===== src/rtl/nfza_ram.sv =====
// nfza_ram: generic single-port-write, single-port-read RAM, registered read.
// Depends on nothing.
module nfza_ram #(
    parameter int WIDTH = 8,
    parameter int DEPTH = 16
) (
    input  logic                     i_clk,
    input  logic                     i_we,
    input  logic [$clog2(DEPTH)-1:0] i_waddr,
    input  logic [WIDTH-1:0]         i_wdata,
    input  logic [$clog2(DEPTH)-1:0] i_raddr,
    output logic [WIDTH-1:0]         o_rdata
);
    logic [WIDTH-1:0] r_mem [DEPTH];

    // write, then registered read
    always_ff @(posedge i_clk) begin
        if (i_we) begin
            r_mem[i_waddr] <= i_wdata;
        end
        o_rdata <= r_mem[i_raddr];
    end
endmodule


===== config.mk =====
export PLATFORM = sky130hd
export DESIGN_NAME = nfza_ram
export DESIGN_NICKNAME = d
export VERILOG_FILES = /design/src/rtl/nfza_ram.sv
export SDC_FILE = /design/constraint.sdc
export NUM_CORES = 1
export LEC_CHECK = 0
export ABC_AREA = 1
export BUFFER_PORTS_ARGS = -buffer_cell sky130_fd_sc_hd__clkbuf_2
export CAP_MARGIN = 20
export CORE_MARGIN = 2
export CORE_UTILIZATION = 35
export DETAILED_ROUTE_END_ITERATION = 10
export GPL_TIMING_DRIVEN = 1
export PLACE_DENSITY = 0.46
export SETUP_SLACK_MARGIN = 0.15
export SYNTH_ARGS = -nofsm -noshare
export SYNTH_HDL_FRONTEND = slang
export SYNTH_SLANG_ARGS = --single-unit

===== constraint.sdc =====
create_clock -name i_clk -period 1.55 [get_ports i_clk]
set_input_delay 0.2325 -clock i_clk [delete_from_list [all_inputs] [get_ports i_clk]]
set_output_delay 0.2325 -clock i_clk [all_outputs]
set_load 0.02 [all_outputs]

==> Word level (Yosys, flattened, before mapping) <==
Memories as Yosys holds them, arrays and structs flattened. A register that Yosys moved wholly into a read port is not among the register bits.
Index checks and enable logic that the tools add are counted.
{ "totals": {"register_bits": 0, "latch_bits": 0, "ram_bits": 128, "rom_bits": 0, "in_bits": 18, "wordCells": 3, "memories": 1} }
{ "memory_table": {"columns": ["name", "depth", "word_bits", "read_ports", "rd_ports_with_merged_regs", "wr", "line_no", "rtl"], "rows": [
  ["r_mem", 16, 8, 1, 1, 1, "14", "logic [WIDTH-1:0] r_mem [DEPTH];"]
]} }
{ "op_classes": {"addsub": 0, "n_mul": 0, "div_mod_pow": 0, "order_cmp": 0, "eq_ne": 0, "shifts": 0, "mux": 2, "bitwise": 0, "n_reduce_logical": 0} }
{ "op_table": {"columns": ["cell", "count"], "rows": [
  ["1-bit two-way mux", 2]
]} }

==> Logic depth before layout (Yosys ltp) <==
{ "depth": {"ltp_word": 2, "mapped_depth": 8} }

==> Least setup slack after synthesis <==
No wires, ideal clock.
{ "synth_timing": {"kind": "in2reg", "start": "in i_waddr[2]", "end": "mem r_mem[10][0], enable pin", "arrival_ns": 0.813, "path_slack_ns": 0.367, "cell_stages": 2, "path_cell_list": "nand3b_1 -> nor2_1"} }
{ "synth_rtl": {"columns": ["item", "line_no", "rtl"], "rows": [
  ["start: declaration", "9", "input logic [$clog2(DEPTH)-1:0] i_waddr,"],
  ["end: declaration", "14", null]
]} }
Straight into the memory's write port.

==> Worst setup path after layout <==
{ "layout_timing": {"start": "reg o_rdata[3] (read register of r_mem)", "end": "out o_rdata[3]"} }
{ "layout_rtl": {"columns": ["item", "line_no", "rtl"], "rows": [
  ["start: declaration", "12", "output logic [WIDTH-1:0] o_rdata"]
]} }
No word-level cell between the ends.

==> flow_summary.yaml <==
global_route:
  grt_pass1_vias: 3784
  grt_antenna_before_repair: 0
  overflow: 0
  grt_max_degree: 65
  grt_use_total: 0.167
  grt_pass1_wl_mm: 21.6
status:
  status: "finished clean"
synth:
  syn_nets: 569
  ys_seq_area_frac: 0.694
  yosysTopAreaCell: "edfxtp_1"
  synthCells: 551
  async_flop_share: 0
  netlist_area_um2: 5770
  netlist-cell-type-count: 12
  synth_area_leaders: "edfxtp_1 67%, nand2_1 11%, nand3_1 8.4%, inv_1 6.5%, dfxtp_1 2.8%"
  ys_ff_latch: 136
  synth_top_area_frac: 0.667
  synthTopCellsByCount: "173 x nand2_1, 128 x edfxtp_1, 100 x inv_1, 97 x nand3_1, 17 x nor2_1"
  yosys_most_used_dff: "edfxtp_1"
  yosysWarnings: 0
  syn_area_per_cell_um2: 10.5
  synth-edff-count: 128
  yosysMostFrequentCell: "nand2_1"
setup_path:
  r2r_start: "r_mem[14][7]"
  rrSetupSlack_ps: 540
  worst_setup_path_end_kind: "output port"
  cp-start-kind: "flip-flop"
  critPathTopFamily: "flip-flops"
  cp.arrival_ps: 980
  critPathMaxStageDelay_ps: 380
  cp.required_ps: 1320
  crit_buf_inv: 1
  reg2regPathDepth: 6
  worstPathCellList: "clkbuf_2"
  cpMaxStageDelayCell: "dfxtp_1"
  crit_fanout: 1
  worst-setup-path-type: "flip-flop to output port"
  timing.rr.end: "o_rdata[7]"
pwr:
  power_uw: 8410
  powerDensity_nw_per_um2: 1230
  irDropWorstVdd_mv: 0.787
  power.leakage_uw: 0.00296
finish:
  nets: 619
  stdcell_count: 830
  areaGrowthSynthToFinish_pct: 18.3
  fillers: 1608
  drive_gt1_frac: 0.130
  num_antenna_cells: 0
  seq_area_um2: 4000
  multi_input_area_um2: 1210
die:
  die_w_um: 132
  dieArea_um2: 17500
  fp.dieH_um: 132
  ios: 26
  initial_core_util: 0.360
  core_um2: 16000
  rows: 46
hold_path:
  hold-path-endpoint: "o_rdata[4]"
  hold_path.startpoint: "i_raddr[3]"
  whs_path_depth: 4
  hp-class: "input pin to flip-flop"
placed_design:
  io_buffers: 25
  pre_cts_ws_ps: 196
  place_inst: 798
  gp_congestion: 0.807
  hpwl_mm: 8.70
cts:
  clock_latency_ps: 420
  clockBufferDepth: 2
  holdBufCountCts: 0
  clk_pin_slew_ps: 50
  cts_buffers: 17
  post_cts_resized: 0
  cts_setup_buffers: 0
  cts_max_level: 4
  cts_root_buf: "clkbuf_16"
  tritoncts: "done"
  cts.sinks: 136
route:
  drt-vias-per-instance: 4.62
  drc: 0
  wire_per_inst_um: 16.5
  wl_mm: 13.7
  drtIter0Drc: 318
  vias: 3836
  first_pass_iters: 5
  final_antenna_net_count: 0
timing:
  setup_ws_ps: 333
  slew_headroom: 0.697
  tns_ps: 0
  final_hold_viol_count: 0
  setup_violations: 0
  period_needed_ps: 1220
  fin_crit_sh: 0.785
  final-max-slew-violation-count: 0
  final.setup_skew_ps: 8.02
  tightest_slew_ps: 454
  clock.fmax_mhz: 822
  rsz0062_at_grt: "false"
  hold_slack_ps: 290
run:
  cap_violations: 0
-- stage by stage --
stage,cell area (um^2),util
after floorplan,5770,-
after global placement,6280,0.393
after detailed placement,6280,0.393
after CTS,6820,0.426
after global routing,6820,0.426
final,6820,0.426
-- state kept, by name, summed over array words and instances (netlist names) --
name and count:
o_rdata 8, r_mem 128
-- where the power goes --
part | internal, uW | switching (uW)
Sequential | 4110 | 26.6
Clock | 2320 | 1400
Combinational | 169 | 381
Total | 6600 | 1810
-- worst max-delay path by stage --
stage,cells past startpoint,to,slack [ps],from
2_1_floorplan,2,r_mem[10][0],370,i_waddr[2]
3_3_place_gp,4,r_mem[5][0],230,i_waddr[3]
3_5_place_dp,8,o_rdata[7],200,i_raddr[0]
4_1_cts,1,o_rdata[3],300,o_rdata[3]
5_1_grt,1,o_rdata[3],280,o_rdata[3]
6_report,1,o_rdata[3],330,o_rdata[3]
-- layout make-up --
cell class / count / area share
repair buffers: 55 / 0.0605
inverters: 102 / 0.0561
clock inverters: 4 / 0.00642
multi-input cells: 289 / 0.178
clock buffers: 28 / 0.0728
flip-flops and latches: 136 / 0.587
well taps: 216 / 0.0396
-- cell families after synthesis --
| logic type | after synthesis | synth area share |
|---|---|---|
| and+or+nand+nor | 289 | 0.210 |
| DFF | 136 | 0.694 |
| buffers and inverters | 126 | 0.0952 |
-- layout by cell type, fill, tap and decap left out --
cell | synthesis | layout
clkbuf_16 | 0 | 17
buf_12 | 0 | 5
nand2_1 | 173 | 173
edfxtp_1 | 128 | 128
clkbuf_1 | 0 | 8
buf_4 | 4 | 25
nor2_1 | 17 | 17
clkbuf_8 | 0 | 3
inv_2 | 2 | 2
inv_1 | 100 | 100
clkbuf_2 | 0 | 25
bufinv_16 | 0 | 1
clkinv_1 | 0 | 1
clkinv_2 | 0 | 2
dfxtp_1 | 8 | 8
nand3b_1 | 2 | 2
nand3_1 | 97 | 97
-- worst reg2reg max path, delay by kind of cell (launching register included) --
| kind | cells | cell delay [ps] |
|---|---|---|
| buf+inv | 1 | 60 |
| simple gates | 5 | 480 |
| flops | 1 | 360 |
-- per-layer routing --
metal,wire [um],track usage,vias up
met1,6620,0.228,1867
li1,-,-,1871
met5,0,0,-
met2,6270,0.256,82
met4,254,0.0609,0
met3,562,0.0450,16
No activity file was read; power rests on OpenSTA's default activity.
